--- src/sv/jdc_pkg.sv ---
// Shared constants, result types and calendar tables of the Julian day converter.
package jdc_pkg;

  localparam int LAT             = 6;
  localparam int Y_OFS           = 4800;
  localparam int JD_OFS_FWD      = 32045;
  localparam int JD_OFS_REV      = 32044;
  localparam int SECS_PER_DAY    = 86400;
  localparam int SECS_PER_HOUR   = 3600;
  localparam int SECS_PER_MIN    = 60;
  localparam int DAYS_PER_YEAR   = 365;
  localparam int DAYS_400Y       = 146097;
  localparam int DAYS_4Y         = 1461;
  localparam int MONTHS_PER_YEAR = 12;

  localparam logic CMD_TO_DAY  = 1'b0;
  localparam logic CMD_TO_DATE = 1'b1;

  typedef struct packed {
    logic [13:0] year;
    logic [3:0]  month;
    logic [4:0]  day;
    logic [4:0]  hour;
    logic [5:0]  minute;
    logic [5:0]  second;
  } civil_t;

  typedef struct packed {
    logic [22:0] day_number;
    logic [16:0] seconds_of_day;
    logic [2:0]  weekday;
    logic        date_valid;
  } fwd_res_t;

  typedef struct packed {
    logic [14:0] year;
    logic [3:0]  month;
    logic [4:0]  day;
    logic [4:0]  hour;
    logic [5:0]  minute;
    logic [5:0]  second;
  } rev_res_t;

  // days from March 1st to the start of shifted month m
  function automatic logic [8:0] mon_ofs(input logic [3:0] m);
    logic [8:0] v;
    case (m)
      4'd0:    v = 9'd0;
      4'd1:    v = 9'd31;
      4'd2:    v = 9'd61;
      4'd3:    v = 9'd92;
      4'd4:    v = 9'd122;
      4'd5:    v = 9'd153;
      4'd6:    v = 9'd184;
      4'd7:    v = 9'd214;
      4'd8:    v = 9'd245;
      4'd9:    v = 9'd275;
      4'd10:   v = 9'd306;
      4'd11:   v = 9'd337;
      4'd12:   v = 9'd367;
      default: v = 9'd0;
    endcase
    return v;
  endfunction

  function automatic logic [4:0] mon_len(input logic [3:0] mo, input logic leap);
    logic [4:0] v;
    case (mo) inside
      4'd1, 4'd3, 4'd5, 4'd7, 4'd8, 4'd10, 4'd12: v = 5'd31;
      4'd4, 4'd6, 4'd9, 4'd11:                     v = 5'd30;
      4'd2:                                        v = leap ? 5'd29 : 5'd28;
      default:                                     v = 5'd0;
    endcase
    return v;
  endfunction

endpackage

--- src/sv/jdc_cdiv.sv ---
// Two-stage divider by a constant: reciprocal multiply, then one correction step.
module jdc_cdiv #(
  parameter int NW = 8,
  parameter int D  = 3,
  parameter int QW = 8,
  parameter int RW = 2
) (
  input  logic          clk,
  input  logic [NW-1:0] num_i,
  output logic [QW-1:0] quo_o,
  output logic [RW-1:0] rem_o
);

  localparam longint unsigned K = (64'd1 << NW) / D;
  localparam int KW = $clog2(K + 1);
  localparam int PW = NW + KW;
  localparam logic [NW-1:0] DN = NW'(D);
  localparam logic [KW-1:0] KC = KW'(K);

  logic [NW-1:0] num_r;
  logic [PW-1:0] prod_nxt, prod_r;
  logic [NW-1:0] q0, qd, r0, q1, r1;
  logic          fix;
  logic [QW-1:0] quo_nxt, quo_r;
  logic [RW-1:0] rem_nxt, rem_r;

  assign prod_nxt = PW'(num_i) * PW'(KC);

  always_comb begin
    q0      = NW'(prod_r[PW-1:NW]);
    qd      = q0 * DN;
    r0      = num_r - qd;
    fix     = (r0 >= DN);
    q1      = q0 + NW'(fix);
    r1      = fix ? r0 - DN : r0;
    quo_nxt = QW'(q1);
    rem_nxt = RW'(r1);
  end

  always_ff @(posedge clk) begin
    num_r  <= num_i;
    prod_r <= prod_nxt;
    quo_r  <= quo_nxt;
    rem_r  <= rem_nxt;
  end

  assign quo_o = quo_r;
  assign rem_o = rem_r;

endmodule

--- src/sv/jdc_fwd.sv ---
// Civil date and time to day number, seconds of day, weekday and validity, six stages.
module jdc_fwd (
  input  logic              clk,
  input  jdc_pkg::civil_t   civ_i,
  output jdc_pkg::fwd_res_t res_o
);

  // stage 1
  logic        a1_c;
  logic [3:0]  msh1_c;
  logic [14:0] y1_nxt, y1_r;
  logic [8:0]  off1_nxt, off1_r;
  logic [16:0] secs1_nxt, secs1_r;
  logic        fok1_nxt, fok1_r;
  logic [13:0] year1_r;
  logic [3:0]  month1_r;
  logic [4:0]  day1_r;

  // stage 2 and 3
  logic        carry2_c;
  logic [22:0] base2_nxt, base2_r, base3_r;
  logic [16:0] secn2_nxt, secn2_r, secn3_r;
  logic [3:0]  month2_r, month3_r;
  logic [4:0]  day2_r, day3_r;
  logic        fok2_r, fok3_r;
  logic [3:0]  ylo2_r, ylo3_r;
  logic [7:0]  q100;
  logic [4:0]  yr25;

  // stage 4 to 6
  logic        leap4_c;
  logic [22:0] jdn4_nxt, jdn4_r, jdn5_r, jdn6_r;
  logic        valid4_nxt, valid4_r, valid5_r, valid6_r;
  logic [16:0] secn4_r, secn5_r, secn6_r;
  logic [2:0]  wd6;

  always_comb begin
    a1_c      = (civ_i.month <= 4'd2);
    msh1_c    = a1_c ? civ_i.month + 4'd9 : civ_i.month - 4'd3;
    y1_nxt    = 15'(civ_i.year) + 15'(jdc_pkg::Y_OFS) - 15'(a1_c);
    off1_nxt  = jdc_pkg::mon_ofs(msh1_c);
    secs1_nxt = 17'(civ_i.hour) * 17'(jdc_pkg::SECS_PER_HOUR)
              + 17'(civ_i.minute) * 17'(jdc_pkg::SECS_PER_MIN)
              + 17'(civ_i.second);
    fok1_nxt  = (civ_i.month != 4'd0) && (civ_i.month <= 4'(jdc_pkg::MONTHS_PER_YEAR))
             && (civ_i.day != 5'd0) && (civ_i.hour <= 5'd23)
             && (civ_i.minute <= 6'd59) && (civ_i.second <= 6'd59);
  end

  always_ff @(posedge clk) begin
    y1_r     <= y1_nxt;
    off1_r   <= off1_nxt;
    secs1_r  <= secs1_nxt;
    fok1_r   <= fok1_nxt;
    year1_r  <= civ_i.year;
    month1_r <= civ_i.month;
    day1_r   <= civ_i.day;
  end

  // y/100 as (y/4)/25, y/400 as (y/100)/4
  jdc_cdiv #(.NW(13), .D(25), .QW(8), .RW(5)) u_div_cent (
    .clk   (clk),
    .num_i (y1_r[14:2]),
    .quo_o (q100),
    .rem_o ()
  );

  jdc_cdiv #(.NW(14), .D(25), .QW(10), .RW(5)) u_div_leap (
    .clk   (clk),
    .num_i (year1_r),
    .quo_o (),
    .rem_o (yr25)
  );

  always_comb begin
    carry2_c  = (secs1_r >= 17'(jdc_pkg::SECS_PER_DAY));
    secn2_nxt = carry2_c ? secs1_r - 17'(jdc_pkg::SECS_PER_DAY) : secs1_r;
    base2_nxt = 23'(y1_r) * 23'(jdc_pkg::DAYS_PER_YEAR) + 23'(y1_r[14:2])
              + 23'(off1_r) + 23'(day1_r) + 23'(carry2_c)
              - 23'(jdc_pkg::JD_OFS_FWD);
  end

  always_ff @(posedge clk) begin
    base2_r  <= base2_nxt;
    secn2_r  <= secn2_nxt;
    month2_r <= month1_r;
    day2_r   <= day1_r;
    fok2_r   <= fok1_r;
    ylo2_r   <= year1_r[3:0];
    base3_r  <= base2_r;
    secn3_r  <= secn2_r;
    month3_r <= month2_r;
    day3_r   <= day2_r;
    fok3_r   <= fok2_r;
    ylo3_r   <= ylo2_r;
  end

  always_comb begin
    leap4_c    = (ylo3_r[1:0] == 2'd0) && ((yr25 != 5'd0) || (ylo3_r[3:2] == 2'd0));
    jdn4_nxt   = base3_r - 23'(q100) + 23'(q100[7:2]);
    valid4_nxt = fok3_r && (day3_r <= jdc_pkg::mon_len(month3_r, leap4_c));
  end

  always_ff @(posedge clk) begin
    jdn4_r   <= jdn4_nxt;
    valid4_r <= valid4_nxt;
    secn4_r  <= secn3_r;
    jdn5_r   <= jdn4_r;
    valid5_r <= valid4_r;
    secn5_r  <= secn4_r;
    jdn6_r   <= jdn5_r;
    valid6_r <= valid5_r;
    secn6_r  <= secn5_r;
  end

  jdc_cdiv #(.NW(23), .D(7), .QW(20), .RW(3)) u_div_week (
    .clk   (clk),
    .num_i (jdn4_r),
    .quo_o (),
    .rem_o (wd6)
  );

  always_comb begin
    res_o.day_number     = jdn6_r;
    res_o.seconds_of_day = secn6_r;
    res_o.weekday        = wd6;
    res_o.date_valid     = valid6_r;
  end

endmodule

--- src/sv/jdc_rev.sv ---
// Day number and seconds of day to civil date and time, six stages.
module jdc_rev (
  input  logic              clk,
  input  logic [22:0]       day_number_i,
  input  logic [16:0]       sod_i,
  output jdc_pkg::rev_res_t res_o
);

  logic        carry_c;
  logic [16:0] secn_c;
  logic [23:0] a_c;
  logic [25:0] num_quad;

  logic [7:0]  b2;
  logic [17:0] r1;
  logic [4:0]  h2;
  logic [11:0] rh2;
  logic [17:0] num_cyc;
  logic [6:0]  d4;
  logic [10:0] r2;
  logic [5:0]  mi4, s4;

  logic [7:0]  b3_r, b4_r, b5_r;
  logic [4:0]  h3_r, h4_r, h5_r, h6_r;
  logic [6:0]  d5_r;
  logic [5:0]  mi5_r, s5_r, mi6_r, s6_r;

  logic [8:0]  e5_nxt, e5_r;
  logic [3:0]  m5_nxt, m5_r;

  logic        ten6_c;
  logic [8:0]  day6_c;
  logic [14:0] year6_nxt, year6_r;
  logic [3:0]  month6_nxt, month6_r;
  logic [4:0]  day6_nxt, day6_r;

  always_comb begin
    carry_c  = (sod_i >= 17'(jdc_pkg::SECS_PER_DAY));
    secn_c   = carry_c ? sod_i - 17'(jdc_pkg::SECS_PER_DAY) : sod_i;
    a_c      = 24'(day_number_i) + 24'(carry_c) + 24'(jdc_pkg::JD_OFS_REV);
    num_quad = {a_c, 2'b11};
    num_cyc  = {r1[17:2], 2'b11};
  end

  jdc_cdiv #(.NW(26), .D(jdc_pkg::DAYS_400Y), .QW(8), .RW(18)) u_div_quad (
    .clk   (clk),
    .num_i (num_quad),
    .quo_o (b2),
    .rem_o (r1)
  );

  jdc_cdiv #(.NW(17), .D(jdc_pkg::SECS_PER_HOUR), .QW(5), .RW(12)) u_div_hour (
    .clk   (clk),
    .num_i (secn_c),
    .quo_o (h2),
    .rem_o (rh2)
  );

  jdc_cdiv #(.NW(18), .D(jdc_pkg::DAYS_4Y), .QW(7), .RW(11)) u_div_cyc (
    .clk   (clk),
    .num_i (num_cyc),
    .quo_o (d4),
    .rem_o (r2)
  );

  jdc_cdiv #(.NW(12), .D(jdc_pkg::SECS_PER_MIN), .QW(6), .RW(6)) u_div_min (
    .clk   (clk),
    .num_i (rh2),
    .quo_o (mi4),
    .rem_o (s4)
  );

  // shifted month: count of month starts after March at or below the day of year
  always_comb begin
    e5_nxt = r2[10:2];
    m5_nxt = 4'd0;
    for (int k = 1; k < jdc_pkg::MONTHS_PER_YEAR; k++) begin
      m5_nxt = m5_nxt + 4'(e5_nxt >= jdc_pkg::mon_ofs(4'(k)));
    end
  end

  always_ff @(posedge clk) begin
    b3_r  <= b2;
    h3_r  <= h2;
    b4_r  <= b3_r;
    h4_r  <= h3_r;
    b5_r  <= b4_r;
    h5_r  <= h4_r;
    d5_r  <= d4;
    mi5_r <= mi4;
    s5_r  <= s4;
    e5_r  <= e5_nxt;
    m5_r  <= m5_nxt;
  end

  always_comb begin
    ten6_c     = (m5_r >= 4'd10);
    month6_nxt = m5_r + 4'd3 - (ten6_c ? 4'(jdc_pkg::MONTHS_PER_YEAR) : 4'd0);
    day6_c     = e5_r + 9'd1 - jdc_pkg::mon_ofs(m5_r);
    day6_nxt   = day6_c[4:0];
    year6_nxt  = 15'(b5_r) * 15'(100) + 15'(d5_r) + 15'(ten6_c) - 15'(jdc_pkg::Y_OFS);
  end

  always_ff @(posedge clk) begin
    year6_r  <= year6_nxt;
    month6_r <= month6_nxt;
    day6_r   <= day6_nxt;
    h6_r     <= h5_r;
    mi6_r    <= mi5_r;
    s6_r     <= s5_r;
  end

  always_comb begin
    res_o.year   = year6_r;
    res_o.month  = month6_r;
    res_o.day    = day6_r;
    res_o.hour   = h6_r;
    res_o.minute = mi6_r;
    res_o.second = s6_r;
  end

endmodule

--- src/sv/julian_day_conversion_core.sv ---
// Gregorian date and time <-> Julian day number converter, top level.
// Each taken start yields one result word, strobed on out_valid after the conversion pipeline and output register.
// Throughput: one word per cycle; busy stays low, the pipeline never stalls.
// Reset clears the valid pipeline and out_valid; data registers are not reset.
module julian_day_conversion_core (
  input  logic        clk,
  input  logic        rst_n,
  input  logic        start,
  output logic        busy,
  input  logic        in_command,
  input  logic [13:0] in_year_in,
  input  logic [3:0]  in_month_in,
  input  logic [4:0]  in_day_in,
  input  logic [4:0]  in_hour_in,
  input  logic [5:0]  in_minute_in,
  input  logic [5:0]  in_second_in,
  input  logic [22:0] in_day_number_in,
  input  logic [16:0] in_seconds_of_day_in,
  output logic        out_valid,
  output logic [22:0] out_day_number_out,
  output logic [16:0] out_seconds_of_day_out,
  output logic [2:0]  out_weekday,
  output logic        out_date_valid,
  output logic signed [14:0] out_year_out,
  output logic [3:0]  out_month_out,
  output logic [4:0]  out_day_out,
  output logic [4:0]  out_hour_out,
  output logic [5:0]  out_minute_out,
  output logic [5:0]  out_second_out
);

  localparam int LAT = jdc_pkg::LAT;

  logic              accept;
  jdc_pkg::civil_t   civ;
  jdc_pkg::fwd_res_t fwd_res;
  jdc_pkg::rev_res_t rev_res;

  logic [LAT-1:0]    vld_nxt, vld_r;
  logic [LAT-1:0]    cmd_nxt, cmd_r;
  logic              out_valid_r, out_cmd_r;
  jdc_pkg::fwd_res_t out_fwd_nxt, out_fwd_r;
  jdc_pkg::rev_res_t out_rev_nxt, out_rev_r;

  assign busy   = 1'b0;
  assign accept = start && !busy;

  always_comb begin
    civ.year   = in_year_in;
    civ.month  = in_month_in;
    civ.day    = in_day_in;
    civ.hour   = in_hour_in;
    civ.minute = in_minute_in;
    civ.second = in_second_in;
  end

  jdc_fwd u_fwd (
    .clk   (clk),
    .civ_i (civ),
    .res_o (fwd_res)
  );

  jdc_rev u_rev (
    .clk          (clk),
    .day_number_i (in_day_number_in),
    .sod_i        (in_seconds_of_day_in),
    .res_o        (rev_res)
  );

  // valid and command travel beside the data stages
  always_comb begin
    vld_nxt     = {vld_r[LAT-2:0], accept};
    cmd_nxt     = {cmd_r[LAT-2:0], in_command};
    out_fwd_nxt = (cmd_r[LAT-1] == jdc_pkg::CMD_TO_DATE) ? '0 : fwd_res;
    out_rev_nxt = (cmd_r[LAT-1] == jdc_pkg::CMD_TO_DAY) ? '0 : rev_res;
  end

  always_ff @(posedge clk) begin
    if (!rst_n) begin
      vld_r       <= '0;
      out_valid_r <= 1'b0;
    end else begin
      vld_r       <= vld_nxt;
      out_valid_r <= vld_r[LAT-1];
    end
  end

  always_ff @(posedge clk) begin
    cmd_r     <= cmd_nxt;
    out_cmd_r <= cmd_r[LAT-1];
    out_fwd_r <= out_fwd_nxt;
    out_rev_r <= out_rev_nxt;
  end

  assign out_valid              = out_valid_r;
  assign out_day_number_out     = out_fwd_r.day_number;
  assign out_seconds_of_day_out = out_fwd_r.seconds_of_day;
  assign out_weekday            = out_fwd_r.weekday;
  assign out_date_valid         = out_fwd_r.date_valid;
  assign out_year_out           = out_rev_r.year;
  assign out_month_out          = out_rev_r.month;
  assign out_day_out            = out_rev_r.day;
  assign out_hour_out           = out_rev_r.hour;
  assign out_minute_out         = out_rev_r.minute;
  assign out_second_out         = out_rev_r.second;

`ifndef NO_ASSERTIONS
  a_latency: assert property (@(posedge clk) disable iff (!rst_n)
    out_valid |-> $past(accept, LAT + 1))
    else $error("result word without a matching start");

  a_fwd_range: assert property (@(posedge clk) disable iff (!rst_n)
    (out_valid && (out_cmd_r == jdc_pkg::CMD_TO_DAY)) |->
      (out_weekday <= 3'd6) &&
      (out_seconds_of_day_out < 17'(jdc_pkg::SECS_PER_DAY)))
    else $error("weekday or seconds of day out of range");

  a_rev_range: assert property (@(posedge clk) disable iff (!rst_n)
    (out_valid && (out_cmd_r == jdc_pkg::CMD_TO_DATE)) |->
      (out_month_out != 4'd0) && (out_month_out <= 4'd12) && (out_day_out != 5'd0) &&
      (out_hour_out <= 5'd23) && (out_minute_out <= 6'd59) && (out_second_out <= 6'd59))
    else $error("reverse conversion field out of range");

  a_rev_zero: assert property (@(posedge clk) disable iff (!rst_n)
    (out_valid && (out_cmd_r == jdc_pkg::CMD_TO_DATE)) |->
      (out_day_number_out == 23'd0) && !out_date_valid)
    else $error("forward fields not cleared on reverse word");
`endif

endmodule

--- config.mk ---
export PLATFORM = sky130hd
export DESIGN_NAME = julian_day_conversion_core
export DESIGN_NICKNAME = d
export VERILOG_FILES = /design/src/sv/jdc_pkg.sv /design/src/sv/jdc_cdiv.sv /design/src/sv/jdc_fwd.sv /design/src/sv/jdc_rev.sv /design/src/sv/julian_day_conversion_core.sv
export SDC_FILE = /design/constraint.sdc
export NUM_CORES = 2
export LEC_CHECK = 0
export ABC_AREA = 1
export BUFFER_PORTS_ARGS = -buffer_cell sky130_fd_sc_hd__buf_2
export CORE_MARGIN = 2
export CORE_UTILIZATION = 30
export DETAILED_ROUTE_END_ITERATION = 7
export SLEW_MARGIN = 20
export SYNTH_ARGS = -nofsm -noshare
export SYNTH_HDL_FRONTEND = slang
export SYNTH_HIERARCHICAL = 1
export SYNTH_SLANG_ARGS = --single-unit
--- constraint.sdc ---
create_clock -name clk -period 15.8 [get_ports clk]
set_clock_uncertainty 0.2 [all_clocks]
set_input_delay 1.58 -clock clk [delete_from_list [all_inputs] [get_ports clk]]
set_output_delay 1.58 -clock clk [all_outputs]
set_load 0.03 [all_outputs]
# Word-level counts from Yosys, hierarchy flattened
# Memory sizes are Yosys's and may differ from the RTL's. A register that Yosys moved wholly into a read port is not among the register bits.
# Cells that the tools add are included.
# totals
rom_bits	288
out_inout_bits	87
register_bits	865
input_bits	84
elab_cells	221
latchBits	0
mem_count	2
ramBits	0
# mem_list
memory	words	word_bits	rd	rd_clocked_by_memory_dff	wr	line	source
(name not given)	16	9	1	1	0	jdc_pkg.sv:47	case (m)
(name not given)	16	9	1	1	0	jdc_pkg.sv:47	
# classes
n_bitwise	0
shifts	0
addsub	52
div	0
magnitude_cmp	27
n_mux	14
multipliers	18
n_eq_ne	12
reduce_logical	15
# ops
cell	n
$mul A23 B19 Y42 const B	1
$add A4 B1 Y4	9
$ge A9 B8 Y1 const B	4
$mul A26 B9 Y35 const B	1
$ge A17 B17 Y1 const B	2
$mux W17	2
$sub A17 B17 Y17 const B	2
$ge A9 B9 Y1 const B	3
$ge A26 B18 Y1 const B	1
$mul A18 B8 Y26 const B	1
$mul A9 B18 Y26 const B	1
$sub A26 B26 Y26	1
$add A23 B1 Y24	1
$add A24 B15 Y24 const B	1
$mul A14 B10 Y24 const B	1
$add A23 B1 Y23	1
$add A23 B13 Y23	1
$add A23 B5 Y23	1
$add A23 B6 Y23	1
$add A23 B9 Y23	1
$ge A23 B3 Y1 const B	1
$mul A15 B9 Y23 const B	1
$mul A21 B3 Y23 const B	1
$sub A23 B15 Y23 const B	1
75 further kinds	98

# Logic depth before layout (Yosys ltp)
# depth
depth_word	11
mapped_depth	37
ltp_nobuf	37

# Cells and area by module
# Netlist, hierarchy kept.
# by_module_without_submodules
mod	cells_per_inst	area_per_inst_um2	seq_area_each_um2	instances
jdc_fwd	1852	15748.9	5925.7	1
jdc_cdiv (u_rev.u_div_quad)	1339	10600.2	1221.2	1
jdc_cdiv (u_fwd.u_div_week)	1274	9923.3	1341.3	1
jdc_cdiv (u_rev.u_div_cyc)	908	6950.4	880.8	1
jdc_cdiv (u_fwd.u_div_leap)	719	5834.3	780.7	1
jdc_rev	644	5465.2	2262.2	1
jdc_cdiv (u_fwd.u_div_cent)	587	4690.7	700.7	1
jdc_cdiv (u_rev.u_div_hour)	448	3339.5	800.8	1
julian_day_conversion_core	293	2721.4	1961.9	1
jdc_cdiv (u_rev.u_div_min)	314	2496.1	620.6	1

# Worst setup path before layout
# No wires, ideal clock.
# synth_path
path_kind	input to register
start	in in_seconds_of_day_in[7]
end	reg u_rev.u_div_quad.prod_r[33]
path_buffers	0
t_required_ns	15.488
setup_slack_ns	8.255
arrival_ns	7.232
setup_time_ns	0.112
path_stages	32
cell_sequence	ha_1 -> inv_1 -> nand2_2 -> nand2_2 -> nand2_2 -> nor2_2 -> o21ai_2 -> nand2_2 -> inv_2 -> ha_1 -> ha_1 -> nor2_1 -> nand2_1 -> nand2_1 -> a21oi_1 -> o21ai_1 -> nand2_1 -> xor2_1 -> fa_1 -> fa_1 -> fa_1 -> fa_1 -> ha_1 -> a21o_1 -> a21boi_0 -> inv_1 -> a21oi_1 -> o21ai_0 -> a221oi_1 -> nand2_1 -> nand2_1 -> nand2_1
# synth_between
elab_chain_cells	4
# synth_lines
element	line	source
start: declaration	julian_day_conversion_core.sv:18	input logic [16:0] in_seconds_of_day_in,
$ge A17 B17 Y1	jdc_rev.sv:38	carry_c = (sod_i >= 17'(jdc_pkg::SECS_PER_DAY));
$add A23 B1 Y24	jdc_rev.sv:40	a_c = 24'(day_number_i) + 24'(carry_c) + 24'(jdc_pkg::JD_OFS_REV);
$add A24 B15 Y24	jdc_rev.sv:40	
named net u_rev.a_c[12]	jdc_rev.sv:11	logic [23:0] a_c;
$mul A26 B9 Y35	jdc_cdiv.sv:27	assign prod_nxt = PW'(num_i) * PW'(KC);
named net u_rev.u_div_quad.prod_nxt[33]	jdc_cdiv.sv:21	logic [PW-1:0] prod_nxt, prod_r;
end signal: assignment	jdc_cdiv.sv:42	prod_r <= prod_nxt;
end: declaration	jdc_cdiv.sv:21	
# The timed path passes the listed nets, and every way through them passes these cells.
# A chain may end at the register's enable or synchronous reset.

# Worst setup path after layout
# layout_path
start	in in_seconds_of_day_in[10]
end	reg u_rev.u_div_quad.prod_r[33]
# Same word-level chain as after synthesis.

==> results.sh <==
export IMPL_ant_nets=0
export IMPL_hp_class="reg -> reg"
export IMPL_hpwlAfterDp_mm=129
export IMPL_max_slew_margin_rel_pct=33.1
export IMPL_clk_pin_slew_ps=60
export IMPL_cts_resized=0
export IMPL_cts_hold_buffers=0
export IMPL_worstReg2RegStart="u_rev/u_div_quad/prod_r[26]"
export IMPL_required_ps=16190
export IMPL_htree_levels=3
export IMPL_die_w_um=474
export IMPL_slowest_stage="xnor2_1"
export IMPL_numCtsBuffers=90
export IMPL_startpoint_type="input pin"
export IMPL_area_delta_synth_final_pct=11.4
export IMPL_critical_path_max_stage_delay_ps=780
export IMPL_grt_pass1_vias=50732
export IMPL_clock_latency_ps=710
export IMPL_overflow=0
export IMPL_grt_pass1_wl_mm=251
export IMPL_setup_violations=0
export IMPL_hold_viol_final=0
export IMPL_grt_max_degree=73
export IMPL_fp_coreArea_um2=220000
export IMPL_viasPerCell=4.35
export IMPL_die_area_um2=224000
export IMPL_path_delay_family="adder cells"
export IMPL_io_buffers=169
export IMPL_route_detailed_drc=0
export IMPL_slew_violations=0
export IMPL_wire_per_inst_um=13.1
export IMPL_syn_area_um2=66200
export IMPL_post_cts_buffers=0
export IMPL_core_rowCount=172
export IMPL_worst_setup_path_type="in -> reg"
export IMPL_period_share_pct=51.9
export IMPL_cp_common_cell="nand2_1"
export IMPL_setup_tns_ps=0
export IMPL_path_max_fanout=11
export IMPL_crit_path_end_kind="flip-flop"
export IMPL_fin_nets=10188
export IMPL_drive_above_1_share_pct=6.29
export IMPL_status="finished, final reports clean"
export IMPL_avgSynthCellArea_um2=8.05
export IMPL_rsz0062_at_grt="no"
export IMPL_routabilityCongestion=0.904
export IMPL_stdcell_area_um2=73700
export IMPL_critical_path_buf_inv_count=5
export IMPL_wirelength_mm=150
export IMPL_fin_crit_ps=8190
export IMPL_cts_sinks=785
export IMPL_worst_pin_slew_ps=997
export IMPL_drt_first_iter_violations=2067
export IMPL_maxCapViolCount=0
export IMPL_hold_start="u_rev/u_div_quad/quo_o[5]"
export IMPL_netlist_instances=8225
export IMPL_num_vias=49759
export IMPL_root_buffer="clkbuf_16"
export IMPL_io_pins=171
export IMPL_arrival_ps=8580
export IMPL_start_util_pct=30.1
export IMPL_cts_tree="built"
export IMPL_startpoint="in_seconds_of_day_in[10]"
export IMPL_fmax_ghz=0.122
export IMPL_antenna_found_initial=15
export IMPL_die_y_um=474
export IMPL_place_area_um2=70600
export IMPL_drtPass1Iterations=6
export IMPL_yosysWarnings=6
export IMPL_grt_use_total_pct=13.6
export IMPL_clockBufferDepth=3
layout by cell type, fill, tap and decap left out, types with 7 or more instances in the layout:
master      instances
ha_1             1043
nand2_4             9
buf_2             169
nor2_4              9
nand4_1           103
a21o_1             29
xnor2_1            66
o21ai_0           110
a211oi_1            7
dfxtp_1           784
bufinv_16           8
nand3_2            21
a21oi_1           294
a31oi_1            21
o21a_1             16
clkbuf_1            8
nor2_1            447
nor4_1             12
nor3_1             52
inv_6              14
inv_2              31
clkbuf_16          91
nand2_1          1814
and2_1              8
o21ai_1            13
xor2_1            183
clkbuf_8           10
nor2_2             35
conb_1             20
clkinv_2            9
nand3b_1           30
nand2_2            67
inv_1            1965
clkinv_4           11
clkinvlp_4          7
o21bai_1           21
o211ai_1            8
fa_1              573
nand3_1           357
registers in the layout, summed over array words and instances, names as in the netlist, 17 cells and up, named ones only:
| signal | flops |
|---|---|
| u_rev/u_div_hour/num_r | 17 |
| u_fwd/u_div_week/num_r | 23 |
| u_fwd/secs1_r | 17 |
| u_fwd/u_div_week/prod_r | 21 |
| u_fwd/secn5_r | 17 |
| u_fwd/secn2_r | 17 |
| u_fwd/jdn5_r | 23 |
| u_fwd/jdn6_r | 23 |
| u_fwd/secn4_r | 17 |
| u_fwd/jdn4_r | 23 |
| u_fwd/base2_r | 23 |
| u_rev/u_div_quad/num_r | 25 |
| out_day_number_out | 23 |
| u_fwd/secn3_r | 17 |
| u_fwd/secn6_r | 17 |
| u_rev/u_div_cyc/num_r | 17 |
| out_seconds_of_day_out | 17 |
| u_fwd/base3_r | 23 |
per-stage QoR:
stage                     utilization, %  worst slack, ps  hold slack, ps  cells
final                               33.6             7610             105  11439
after global routing                33.6             7020             116  11435
after CTS                           33.6             7600             110  11434
after detailed placement            32.1             6800             112  11267
after global placement              32.1             6740             110  11267
after floorplan                        -             8260             110   8243
routing by layer:
metal,routed length (µm),GRT usage (%)
met5,93,0
met1,70700,17.7
met2,69800,23.4
met4,4210,3.90
met3,5480,2.06
path summary, 6_finish.rpt:
check | depth (start not counted) | endpoint | slack (ps)
setup / recovery | 33 | u_rev/u_div_quad/prod_r[33] | 7610
hold / removal | 0 | u_rev/b3_r[5] | 110
setup reg to reg | 29 | u_rev/u_div_quad/quo_o[6] | 9210
hold reg to reg | 0 | u_rev/b3_r[5] | 110
area by class of cell:
cell class / count / area, µm²
repair buffers: 175 / 891
multi-input cells: 5435 / 42800
clock inverters: 58 / 711
flip-flops and latches: 785 / 15700
inverters: 2001 / 7520
diodes: 5 / 12.5
clock buffers: 109 / 2440
well taps: 2871 / 3590
fillers: 23006 / 146000
Power is not shown: default switching activity piles up to over one toggle a cycle in this logic, so the estimate is an artifact.
